===== src/hw/rtl/lowess_pkg.sv =====
// ----------------------------------------------------------------------------
// lowess_pkg
// Shared widths, constants and divider handshake types for the local linear
// smoother.
// ----------------------------------------------------------------------------
package lowess_pkg;

    localparam int MAX_PTS = 64;
    localparam int IDX_W   = 6;
    localparam int CNT_W   = 7;
    localparam int DATA_W  = 24;
    localparam int SPAN_W  = 17;

    localparam logic [SPAN_W-1:0] ONE_Q16 = 17'd65536;

    localparam int MUL_W  = 35;
    localparam int PROD_W = 2 * MUL_W;

    localparam int DIV_DVD_W = 54;
    localparam int DIV_DVS_W = 32;
    localparam int DIV_CNT_W = 6;

    localparam int SAT_POS_MAG = 2 ** (DATA_W - 1) - 1;
    localparam int SAT_NEG_MAG = 2 ** (DATA_W - 1);

    localparam logic signed [DATA_W-1:0] SAT_MAX = {1'b0, {(DATA_W - 1){1'b1}}};
    localparam logic signed [DATA_W-1:0] SAT_MIN = {1'b1, {(DATA_W - 1){1'b0}}};

    typedef struct packed {
        logic                 start;
        logic [DIV_DVD_W-1:0] dividend;
        logic [DIV_DVS_W-1:0] divisor;
    } t_div_req;

    typedef struct packed {
        logic                 done;
        logic [DIV_DVD_W-1:0] quotient;
    } t_div_rsp;

endpackage


===== src/hw/rtl/lowess_div.sv =====
// ----------------------------------------------------------------------------
// lowess_div
// Unsigned restoring divider, one quotient bit per cycle.
// ----------------------------------------------------------------------------
module lowess_div (
    input  logic                  i_clk,
    input  logic                  i_rst_n,
    input  lowess_pkg::t_div_req  i_req,
    output lowess_pkg::t_div_rsp  o_rsp
);

    localparam int DW = lowess_pkg::DIV_DVD_W;
    localparam int VW = lowess_pkg::DIV_DVS_W;
    localparam int CW = lowess_pkg::DIV_CNT_W;

    logic          r_busy;
    logic          r_done;
    logic [CW-1:0] r_cnt;
    logic [DW-1:0] r_q;
    logic [VW-1:0] r_rem;
    logic [VW-1:0] r_dvs;

    logic [VW:0]   sh;
    logic [VW:0]   diff;
    logic          qbit;
    logic [VW-1:0] rem_nx;

    // Shift the next dividend bit into the partial remainder and try a subtract.
    always_comb begin
        sh     = {r_rem, r_q[DW-1]};
        diff   = sh - {1'b0, r_dvs};
        qbit   = (sh >= {1'b0, r_dvs});
        rem_nx = qbit ? diff[VW-1:0] : sh[VW-1:0];
    end

    always_ff @(posedge i_clk) begin
        if (!i_rst_n) begin
            r_busy <= 1'b0;
            r_done <= 1'b0;
        end else begin
            r_done <= 1'b0;
            if (i_req.start) begin
                r_busy <= 1'b1;
            end else if (r_busy && r_cnt == '0) begin
                r_busy <= 1'b0;
                r_done <= 1'b1;
            end
        end
    end

    always_ff @(posedge i_clk) begin
        if (i_req.start) begin
            r_q   <= i_req.dividend;
            r_rem <= '0;
            r_dvs <= i_req.divisor;
            r_cnt <= CW'(DW - 1);
        end else if (r_busy) begin
            r_q   <= {r_q[DW-2:0], qbit};
            r_rem <= rem_nx;
            r_cnt <= r_cnt - CW'(1);
        end
    end

    assign o_rsp.done     = r_done;
    assign o_rsp.quotient = r_q;

endmodule


===== config.mk =====
export PLATFORM = sky130hd
export DESIGN_NAME = lowess_div
export DESIGN_NICKNAME = d
export VERILOG_FILES = /design/src/hw/rtl/lowess_pkg.sv /design/src/hw/rtl/lowess_div.sv
export SDC_FILE = /design/constraint.sdc
export NUM_CORES = 1
export LEC_CHECK = 0
export BUFFER_PORTS_ARGS = -buffer_cell sky130_fd_sc_hd__buf_2
export CORE_MARGIN = 2
export CORE_UTILIZATION = 35
export DETAILED_ROUTE_END_ITERATION = 8
export PLACE_DENSITY_LB_ADDON = 0.1
export SYNTH_ARGS = -nofsm -noshare
export SYNTH_HDL_FRONTEND = slang
export SYNTH_SLANG_ARGS = --single-unit

===== constraint.sdc =====
create_clock -name i_clk -period 4.1 [get_ports i_clk]
set_input_delay 0.205 -clock i_clk [delete_from_list [all_inputs] [get_ports i_clk]]
set_output_delay 0.205 -clock i_clk [all_outputs]
set_load 0.01 [all_outputs]

==> impl_metrics.env, run 1 <==
export IMPL_fin_nets=925
export IMPL_postRouteAntennaNets=0
export IMPL_ir_drop_mv=0.278
export IMPL_synthFlopType="edfxtp_1"
export IMPL_vias_per_cell=5.04
export IMPL_area_delta_synth_final_pct=25.5
export IMPL_whs_ps=70.5
export IMPL_maxCapViolCount=0
export IMPL_dieWidth_microns=145
export IMPL_cp_max_fo=12
export IMPL_syn_area_sq_um=7000
export IMPL_period_needed_ps=2940
export IMPL_yosysMostFrequentCell="edfxtp_1"
export IMPL_hp_class="in2reg"
export IMPL_holdPathEnd="r_q[22]$_DFFE_PP_"
export IMPL_drc_errors=0
export IMPL_start_util=0.358
export IMPL_die_y_microns=145
export IMPL_powerDensity_nw_per_um2=408
export IMPL_path_buf_inv=2
export IMPL_clk_pin_slew_ps=70
export IMPL_yosys_top_cells_count="86 x edfxtp_1, 54 x mux2_2, 44 x inv_1, 41 x nand2_1, 40 x dfxtp_1"
export IMPL_swShare=0.288
export IMPL_crit_slowest_cell="ha_1"
export IMPL_seq_power_share=0.429
export IMPL_p_total_mw=3.58
export IMPL_die_area_sq_um=21100
export IMPL_yosys_warnings=0
export IMPL_drive_gt1_frac=0.307
export IMPL_wl_microns=17200
export IMPL_whs_path_depth=2
export IMPL_p_comb_frac=0.170
export IMPL_final_setup_tns_ps=0
export IMPL_worstRegToRegCells=10
export IMPL_grt_pass1_vias=5547
export IMPL_crit_family="compound AO/OA/AOI/OAI gates"
export IMPL_hp_start="i_req[54]"
export IMPL_grt_max_degree=63
export IMPL_fmax_mhz=341
export IMPL_clk_latency_ps=430
export IMPL_status="finished clean"
export IMPL_finalSetupViolations=0
export IMPL_place_gp_congestion=0.863
export IMPL_dr_pass1_iters=5
export IMPL_cts_buffer_depth=2
export IMPL_hpwl_microns=12100
export IMPL_yosysTopAreaCell="edfxtp_1"
export IMPL_fin_skew_ps=11.5
export IMPL_cp_end_kind="flop"
export IMPL_arrival_ps=3120
export IMPL_ys_seq_area_frac=0.483
export IMPL_max_stage_delay_ps=410
export IMPL_r2r_setup_slack_ps=1160
export IMPL_rows=51
export IMPL_postCtsHoldBufs=33
export IMPL_drt_iter0_drc=326
export IMPL_leakagePower_nw=3.57
export IMPL_io_buffers=143
export IMPL_grt_ovfl_total=0
export IMPL_p_switching_mw=1.03
export IMPL_p_int_mw=2.55
export IMPL_design_area_sq_um=8780
export IMPL_cts_max_level=4
export IMPL_fin_crit_sh=0.716
export IMPL_syn_inst=637
export IMPL_maxSlewHeadroom=0.185
export IMPL_synth_top_area_share=0.369
export IMPL_synth_edf_count=86
export IMPL_synthArstFlopShare=0
export IMPL_path_cells="inv_1 -> ha_1 -> a21o_1 -> a21oi_1 -> nor3_1 -> a221oi_1 -> a21oi_2 -> a2111o_1 -> buf_4 -> mux2_2"
export IMPL_crit_type="reg2reg"
export IMPL_io_pins=144
export IMPL_worstMarginPinSlew_ps=1220
export IMPL_grt_setup_unrepaired="no"
export IMPL_required_ps=4280
export IMPL_reg2reg_from="r_dvs[20]$_DFFE_PP_"
export IMPL_grt_usage=0.169
export IMPL_maxSlewViolCount=0
export IMPL_cts_root_buffer="clkbuf_16"
export IMPL_yosys_cell_types_count=65
export IMPL_post_cts_resized=0
export IMPL_hold_violations=0
export IMPL_synth_area_top_cells="edfxtp_1 37%, dfxtp_1 11%, mux2_2 8.7%, ha_1 5.9%, a21oi_1 2.6%"
export IMPL_wl_per_cell_microns=15.9
export IMPL_core_area_sq_um=19500
export IMPL_vias=5444
export IMPL_place_area_sq_um=7900
export IMPL_worstReg2RegEnd="r_q[0]$_DFFE_PP_"
export IMPL_synth_seq_cells=126
export IMPL_grt_pass1_wl_microns=28700
export IMPL_worstSetupStartpointType="flop"
export IMPL_syn_nets=760
export IMPL_post_cts_repair_setup_buffers=0
export IMPL_p_clk_frac=0.402
export IMPL_cts_buffers=17
export IMPL_antenna_found_initial=0
export IMPL_cts_sinks=126
export IMPL_cts_tree="yes"
export IMPL_avgSynthCellArea_sq_um=11.0
export IMPL_insertedDiodeCount=0
kinds of logic after synthesis:
group | share of synthesized area
and+or+nand+nor | 0.106
AOI/OAI and AO/OA | 0.148
DFF | 0.483
buffers and inverters | 0.0522
muxes | 0.111
adders and majority gates | 0.0619
xor gates and xnor gates | 0.0375
worst max-delay path by stage:
stage / startpoint / to / slack, ps / depth (start not counted)
6_report: r_dvs[20]$_DFFE_PP_ / r_q[0]$_DFFE_PP_ / 1160 / 10
5_1_grt: r_dvs[20]$_DFFE_PP_ / r_rem[9]$_SDFFE_PP0P_ / 880 / 11
4_1_cts: r_dvs[1]$_DFFE_PP_ / r_rem[9]$_SDFFE_PP0P_ / 1150 / 12
3_5_place_dp: r_dvs[20]$_DFFE_PP_ / r_q[0]$_DFFE_PP_ / 1190 / 10
3_3_place_gp: r_dvs[6]$_DFFE_PP_ / r_q[0]$_DFFE_PP_ / 1230 / 11
2_1_floorplan: r_dvs[8]$_DFFE_PP_ / r_q[0]$_DFFE_PP_ / 1300 / 13
per-stage QoR:
step                       util  setup slack [ps]  cells
after CTS                 0.450              1150   1080
after global placement    0.405              1230   1015
after global routing      0.450               881   1080
final                     0.450              1160   1080
after floorplan               -              1300    637
after detailed placement  0.405              1190   1015
flip-flops by register name, indices dropped and copies added (netlist names):
| register | count |
|---|---|
| r_busy | 1 |
| r_cnt | 6 |
| r_done | 1 |
| r_dvs | 32 |
| r_q | 54 |
| r_rem | 32 |
power groups by stage:
stage / Combinational, mW / Sequential, mW / Clock (mW)
floorplan: 0.379 / 1.57 / 0
global placement: 0.585 / 1.56 / 0
detailed placement: 0.587 / 1.56 / 0
CTS: 0.614 / 1.54 / 1.49
global route: 0.678 / 1.55 / 1.55
finish: 0.608 / 1.54 / 1.44
worst register-to-register path, stage by stage, from the launching register on:
cell and delay, ps:
edfxtp_1 320, inv_1 40, ha_1 410, a21o_1 290, a21oi_1 130, nor3_1 100, a221oi_1 370, a21oi_2 120
a2111o_1 410, buf_4 220, mux2_2 280
placed cells by master, fill, tap and decap left out, types with 4 or more instances in the layout:
master / n
ha_1: 33
a32oi_1: 5
o21bai_1: 5
nand2_1: 41
inv_6: 7
or3_1: 5
nor2_1: 37
buf_4: 8
a211oi_1: 14
a21o_1: 11
o21a_1: 8
nor3_1: 7
a21oi_1: 37
nor2b_1: 4
nand4_1: 11
xnor2_1: 20
edfxtp_1: 86
o21ai_0: 25
nand2b_1: 8
dlygate4sd3_1: 33
mux2_2: 54
o211ai_1: 4
clkbuf_16: 17
dfxtp_1: 40
inv_1: 43
o311ai_0: 4
nand3_1: 15
clkinvlp_4: 4
xor2_1: 10
mux2i_1: 17
buf_2: 142
routing by layer:
| metal | wire, microns | track usage |
|---|---|---|
| met1 | 7870 | 0.221 |
| met2 | 7820 | 0.262 |
| met3 | 1300 | 0.0627 |
| met4 | 234 | 0.0520 |
| met5 | 0 | 0 |
area by class of cell:
class	count	area [sq um]
fillers	1895	10700
flip-flops and latches	126	3380
multi-input cells	430	3250
repair buffers	183	1100
clock buffers	18	429
well taps	265	332
inverters	44	165
clock inverters	14	123
(Power assumes the default switching activity.)
==> run 2, diff against run 1 <==
--- a/config.mk
+++ b/config.mk
@@ -5,6 +5,7 @@
 export SDC_FILE = /design/constraint.sdc
 export NUM_CORES = 1
 export LEC_CHECK = 0
+export ABC_AREA = 1
 export BUFFER_PORTS_ARGS = -buffer_cell sky130_fd_sc_hd__buf_2
 export CORE_MARGIN = 2
 export CORE_UTILIZATION = 35
==> constraint.sdc (replaced) <==
create_clock -name i_clk -period 2.4 [get_ports i_clk]
set_input_delay 0.12 -clock i_clk [delete_from_list [all_inputs] [get_ports i_clk]]
set_output_delay 0.12 -clock i_clk [all_outputs]
set_load 0.01 [all_outputs]
==> run 2 against run 1 <==
Wire length increased by 27%. Power increased by 70%. Synthesized cell count increased by 68%. Combinational power increased by 33%. Clock power increased by 90%. Critical endpoint is now r_rem[18]$_SDFFE_PP0P_. Critical path type unchanged. Cell count increased by 48%. First-iteration DRC count increased by 45%. Largest cell class is now multi-input combinational cells. Fmax increased by 32%. Sequential share of layout area decreased by 5.6 points. Die area increased by 9.1%. Worst hold slack got worse by 59 ps. Flip-flop and latch count unchanged.
==> impl_metrics.env, run 2 <==
export IMPL_cts_buffer_depth=2
export IMPL_grt_pass1_wl_microns=35600
export IMPL_syn_area_sq_um=7650
export IMPL_synthFlopType="edfxtp_1"
export IMPL_io_buffers=143
export IMPL_crit_family="simple AND/OR/NAND/NOR gates"
export IMPL_syn_inst=1069
export IMPL_path_buf_inv=2
export IMPL_grt_max_degree=61
export IMPL_synth_area_top_cells="edfxtp_1 34%, nand2_1 23%, dfxtp_1 10%, inv_1 8.8%, ha_1 5.4%"
export IMPL_whs_ps=11.1
export IMPL_worstSetupStartpointType="flop"
export IMPL_grt_usage=0.191
export IMPL_crit_slowest_cell="ha_1"
export IMPL_final_common_cell="nand2_1"
export IMPL_core_area_sq_um=21600
export IMPL_fin_nets=1432
export IMPL_whs_path_depth=3
export IMPL_antenna_found_initial=1
export IMPL_die_area_sq_um=23100
export IMPL_yosysMostFrequentCell="nand2_1"
export IMPL_grt_setup_unrepaired="no"
export IMPL_rows=54
export IMPL_top_register="r_q"
export IMPL_p_int_mw=4.43
export IMPL_dr_pass1_iters=5
export IMPL_fin_skew_ps=11.4
export IMPL_grt_ovfl_total=0
export IMPL_p_switching_mw=1.68
export IMPL_insertedDiodeCount=0
export IMPL_maxSlewViolCount=0
export IMPL_place_gp_congestion=0.916
export IMPL_clk_pin_slew_ps=70
export IMPL_place_inst=1485
export IMPL_wl_per_cell_microns=13.7
export IMPL_ys_seq_area_frac=0.442
export IMPL_largest_register_ffs=54
export IMPL_vias_per_cell=4.50
export IMPL_wl_microns=21900
export IMPL_dieWidth_microns=152
export IMPL_clk_latency_ps=430
export IMPL_leakagePower_nw=5.40
export IMPL_swShare=0.274
export IMPL_post_cts_repair_setup_buffers=0
export IMPL_crit_type="reg2reg"
export IMPL_drive_gt1_frac=0.165
export IMPL_fmax_mhz=448
export IMPL_io_pins=144
export IMPL_area_delta_synth_final_pct=34.1
export IMPL_path_cells="inv_1 -> ha_1 -> nand2_1 -> nor2_2 -> nand3_1 -> nand3_2 -> nand2_2 -> nand2_2 -> nand2_4 -> nand2_4 -> buf_12 -> nand2_1 -> nand3_1 -> o21ai_1"
export IMPL_period_needed_ps=2230
export IMPL_seq_power_share=0.421
export IMPL_synth_top_area_share=0.337
export IMPL_cts_sinks=126
export IMPL_p_comb_frac=0.132
export IMPL_fin_crit_sh=0.930
export IMPL_ir_drop_mv=0.478
export IMPL_cp_end_kind="flop"
export IMPL_status="finished clean"
export IMPL_avgSynthCellArea_sq_um=7.16
export IMPL_worstRegToRegCells=14
export IMPL_maxSlewHeadroom=0.595
export IMPL_required_ps=2700
export IMPL_max_stage_delay_ps=350
export IMPL_utilization=0.475
export IMPL_grt_pass1_vias=7157
export IMPL_cts_buffers=17
export IMPL_worstMarginPinSlew_ps=607
export IMPL_cp_depth=14
export IMPL_die_y_microns=152
export IMPL_cts_root_buffer="clkbuf_16"
export IMPL_fin_cells=1602
export IMPL_hpwl_microns=15700
export IMPL_p_total_mw=6.10
export IMPL_drt_iter0_drc=474
export IMPL_finalSetupViolations=0
export IMPL_yosysTopAreaCell="edfxtp_1"
export IMPL_postRouteAntennaNets=0
export IMPL_yosys_cell_types_count=33
export IMPL_largestRegisters="r_q: 54 flops, r_dvs: 32 flops, r_rem: 32 flops"
export IMPL_arrival_ps=2530
export IMPL_cts_max_level=4
export IMPL_cts_tree="yes"
export IMPL_syn_nets=1192
export IMPL_synth_edf_count=86
export IMPL_synth_seq_cells=126
export IMPL_yosys_warnings=0
export IMPL_vias=7206
export IMPL_maxCapViolCount=0
export IMPL_p_clk_frac=0.447
export IMPL_drc_errors=0
export IMPL_powerDensity_nw_per_um2=595
export IMPL_synthArstFlopShare=0
export IMPL_layout_cells_most_common_list="463 x nand2_1, 177 x inv_1, 142 x buf_2, 86 x edfxtp_1, 85 x dlygate4sd3_1"
export IMPL_final_setup_tns_ps=0
export IMPL_cp_max_fo=12
export IMPL_hp_class="in2reg"
export IMPL_hold_violations=0
export IMPL_start_util=0.354
export IMPL_yosys_top_cells_count="465 x nand2_1, 179 x inv_1, 86 x edfxtp_1, 78 x nand3_1, 51 x nor2_1"
==> run 2: kinds of logic after synthesis <==
kind of cell / Yosys count / synth area share
xor gates and xnor gates: 14 / 0.0160
buffers and inverters: 209 / 0.107
adders and majority gates: 34 / 0.0566
DFF: 126 / 0.442
and+or+nand+nor: 637 / 0.345
AOI/OAI and AO/OA: 49 / 0.0329
==> run 2: metrics by stage <==
stage	area [sq um]	setup WS (ps)
after CTS	10200	87.9
after floorplan	7660	437
after global routing	10300	11.4
after global placement	8780	104
after detailed placement	8780	117
final	10300	169
==> run 2: final timing paths <==
kind | startpoint | endpoint | slack, ps
max | r_dvs[7]$_DFFE_PP_ | r_rem[18]$_SDFFE_PP0P_ | 170
min | i_req[52] | r_q[20]$_DFFE_PP_ | 10
max reg2reg | r_dvs[7]$_DFFE_PP_ | r_rem[18]$_SDFFE_PP0P_ | 170
min reg2reg | r_cnt[2]$_SDFFE_PP1P_ | r_cnt[2]$_SDFFE_PP1P_ | 470
==> run 2: what timing repair did <==
item / in CTS / in global routing
hold endpoints to repair: 86 / 0
gates resized for setup: 0 / 10
hold buffers: 85 / 0
setup endpoints to repair: 0 / 29
==> run 2: area by class of cell <==
cell class	instances	area (sq um)
multi-input cells	734	3470
fillers	2234	11400
inverters	180	676
clock buffers	18	429
clock inverters	14	173
well taps	280	350
flip-flops and latches	126	3380
repair buffers	250	1780
==> run 2: metal layers <==
| layer | vias up | part of all wire | track usage |
|---|---|---|---|
| met1 | 3216 | 0.49 | 0.265 |
| li1 | 3791 | - | - |
| met3 | 17 | 0.054 | 0.0425 |
| met5 | - | 0.00032 | 0 |
| met2 | 180 | 0.44 | 0.306 |
| met4 | 2 | 0.011 | 0.0454 |
==> run 2: worst register-to-register path: stages, from the launching register on <==
cell,delay [ps]
edfxtp_1,330
inv_1,40
ha_1,350
nand2_1,130
nor2_2,190
nand3_1,110
nand3_2,160
nand2_2,80
nand2_2,90
nand2_4,90
nand2_4,130
buf_12,150
nand2_1,60
nand3_1,110
o21ai_1,80
==> run 2: power by group through the flow <==
stage,registers [mW],logic (mW),clock network [mW]
floorplan,2.65,0.352,0
global placement,2.61,0.703,0
detailed placement,2.61,0.703,0
CTS,2.57,0.811,2.78
global route,2.59,0.907,2.87
finish,2.57,0.808,2.73
==> run 3, diff against run 2 <==
--- a/config.mk
+++ b/config.mk
@@ -11,6 +11,7 @@
 export CORE_UTILIZATION = 35
 export DETAILED_ROUTE_END_ITERATION = 8
 export PLACE_DENSITY_LB_ADDON = 0.1
+export SKIP_LAST_GASP = 1
 export SYNTH_ARGS = -nofsm -noshare
 export SYNTH_HDL_FRONTEND = slang
 export SYNTH_SLANG_ARGS = --single-unit
==> constraint.sdc (replaced) <==
create_clock -name i_clk -period 1.85 [get_ports i_clk]
set_input_delay 0.0925 -clock i_clk [delete_from_list [all_inputs] [get_ports i_clk]]
set_output_delay 0.0925 -clock i_clk [all_outputs]
set_load 0.01 [all_outputs]
==> run 3 against run 2 <==
The flow now finishes with violations (setup timing). Via count increased by 7.2%. Fmax rose by 4.1%. Cell count increased by 7.2%. Sequential share of layout area is 4.5 points lower. Critical endpoint is now r_rem[12]$_SDFFE_PP0P_.
==> impl_metrics.env, run 3 (synthesis gave the netlist of run 2 again) <==
export IMPL_status="finished with violations"
export IMPL_violations="setup timing"
export IMPL_fin_cells=1718
export IMPL_grt_pass1_vias=7630
export IMPL_cts_sinks=126
export IMPL_leakagePower_nw=6.08
export IMPL_worst_slack_ps=-293
export IMPL_largest_register_ffs=54
export IMPL_largestRegisters="r_q: 54 flops, r_dvs: 32 flops, r_rem: 32 flops"
export IMPL_pre_cts_ws_ps=-388
export IMPL_cp_max_fo=6
export IMPL_p_clk_frac=0.440
export IMPL_p_switching_mw=2.25
export IMPL_whs_path_depth=3
export IMPL_io_buffers=143
export IMPL_insertedDiodeCount=0
export IMPL_hpwl_microns=16400
export IMPL_start_util=0.354
export IMPL_fin_crit_sh=1.16
export IMPL_grt_ovfl_total=0
export IMPL_vias=7725
export IMPL_swShare=0.271
export IMPL_max_stage_delay_ps=380
export IMPL_powerDensity_nw_per_um2=698
export IMPL_antenna_found_initial=0
export IMPL_finalSetupViolations=33
export IMPL_dieWidth_microns=152
export IMPL_area_delta_synth_final_pct=55.5
export IMPL_p_total_mw=8.31
export IMPL_fin_skew_ps=11.6
export IMPL_design_area_sq_um=11900
export IMPL_final_common_cell="nand2_1"
export IMPL_dr_pass1_iters=5
export IMPL_drt_iter0_drc=366
export IMPL_p_int_mw=6.06
export IMPL_fin_nets=1548
export IMPL_hp_class="in2reg"
export IMPL_rows=54
export IMPL_crit_type="reg2reg"
export IMPL_p_comb_frac=0.159
export IMPL_drive_gt1_frac=0.309
export IMPL_wl_per_cell_microns=14.1
export IMPL_place_area_sq_um=9570
export IMPL_cts_tree="yes"
export IMPL_seq_power_share=0.401
export IMPL_vias_per_cell=4.50
export IMPL_arrival_ps=2490
export IMPL_ff_latch_area_sq_um=3380
export IMPL_maxSlewHeadroom=0.586
export IMPL_worstSetupStartpointType="flop"
export IMPL_cts_max_level=4
export IMPL_layout_cells_most_common_list="418 x nand2_1, 167 x inv_1, 142 x buf_2, 124 x buf_4"
export IMPL_grt_usage=0.205
export IMPL_multi_input_area_sq_um=4090
export IMPL_wl_microns=24300
export IMPL_postRouteAntennaNets=0
export IMPL_maxCapViolCount=0
export IMPL_die_y_microns=152
export IMPL_cts_buffer_depth=2
export IMPL_io_pins=144
export IMPL_drc_errors=0
export IMPL_grt_setup_unrepaired="yes"
export IMPL_die_area_sq_um=23100
export IMPL_cts_root_buffer="clkbuf_16"
export IMPL_place_inst=1588
export IMPL_core_area_sq_um=21600
export IMPL_crit_slowest_cell="edfxtp_1"
export IMPL_required_ps=2200
export IMPL_period_needed_ps=2140
export IMPL_cpMostUsedCell="nand2_1"
export IMPL_hold_violations=0
export IMPL_ir_drop_mv=0.542
export IMPL_cp_end_kind="flop"
export IMPL_place_gp_congestion=0.869
export IMPL_clk_latency_ps=420
export IMPL_n_fill_cell=2070
export IMPL_utilization=0.551
export IMPL_fmax_mhz=467
export IMPL_top_register="r_q"
export IMPL_clk_pin_slew_ps=70
export IMPL_worstRegToRegCells=17
export IMPL_path_cells="inv_2 -> ha_4 -> nand2_2 -> inv_1 -> nand2_1 -> nand2_1 -> inv_1 -> nand2_1 -> nand2_1 -> nand3_2 -> nor2_4 -> buf_6 -> nand2_8 -> clkbuf_16 -> nand2_2 -> nand3_2 -> o21ai_1"
export IMPL_grt_pass1_wl_microns=38000
export IMPL_worstMarginPinSlew_ps=621
export IMPL_maxSlewViolCount=0
export IMPL_grt_max_degree=74
export IMPL_cts_buffers=17
-- run 3: cell count changes in the layout (fill, tap and decap cells not counted), sizes merged --
| cell | previous run | this run |
|---|---|---|
| inv | 186 | 188 |
| clkbuf | 18 | 21 |
| clkinv | 6 | 3 |
| bufinv | 2 | 3 |
| dlygate4sd3 | 85 | 86 |
| clkinvlp | 0 | 1 |
| buf | 165 | 276 |
-- run 3: timing repair --
item                       CTS  global route
hold endpoints to repair    87             0
resized for setup           66            73
hold buffers                86             0
cloned                       1             4
setup buffers                3             4
setup endpoints to repair   33            33
pin swaps                    5            18
-- run 3: path summary, 6_finish.rpt --
kind / from / end / slack [ps]
hold reg to reg: r_cnt[2]$_SDFFE_PP1P_ / r_cnt[2]$_SDFFE_PP1P_ / 470
setup reg to reg: r_dvs[24]$_DFFE_PP_ / r_rem[12]$_SDFFE_PP0P_ / -290
hold / removal: i_req[32] / r_q[0]$_DFFE_PP_ / 40
setup / recovery: r_dvs[24]$_DFFE_PP_ / r_rem[12]$_SDFFE_PP0P_ / -290
-- run 3: power groups by stage --
stage | Clock [mW] | Combinational [mW] | Sequential, mW
2_1_floorplan | 0 | 0.461 | 3.44
4_1_cts | 3.73 | 1.26 | 3.33
3_5_place_dp | 0 | 1.05 | 3.38
3_3_place_gp | 0 | 1.04 | 3.39
6_report | 3.65 | 1.33 | 3.33
5_1_grt | 3.88 | 1.46 | 3.36
-- run 3: routing by layer --
| metal | vias to the layer above | track usage | routed length [microns] |
|---|---|---|---|
| met2 | 177 | 0.340 | 11300 |
| met5 | - | 0 | 0 |
| li1 | 4043 | - | - |
| met3 | 20 | 0.0428 | 1120 |
| met4 | 0 | 0.0521 | 359 |
| met1 | 3485 | 0.272 | 11500 |
-- run 3: area by class of cell --
class                           instances  area share
Tap cell                              280      0.0294
Clock inverter                         15      0.0168
Sequential cell                       126       0.284
Timing Repair Buffer                  366       0.234
Inverter                              180      0.0568
Clock buffer                           17      0.0357
Multi-Input combinational cell        734       0.343
-- run 3: through the flow --
stage / hold WS, ps / TNS (ps)
2_1_floorplan: 191 / 0
3_5_place_dp: 271 / -11620
6_report: 37.7 / -8080
4_1_cts: 4.35 / -6290
5_1_grt: 28.9 / -12380
3_3_place_gp: 269 / -11200
-- run 3: critical path: cells and delay by family (launching register included) --
| kind | cells | cell delay, ps |
|---|---|---|
| compound gates | 1 | 110 |
| fa+ha+maj | 1 | 210 |
| buf+inv | 5 | 520 |
| flops | 1 | 380 |
| simple gates | 10 | 850 |
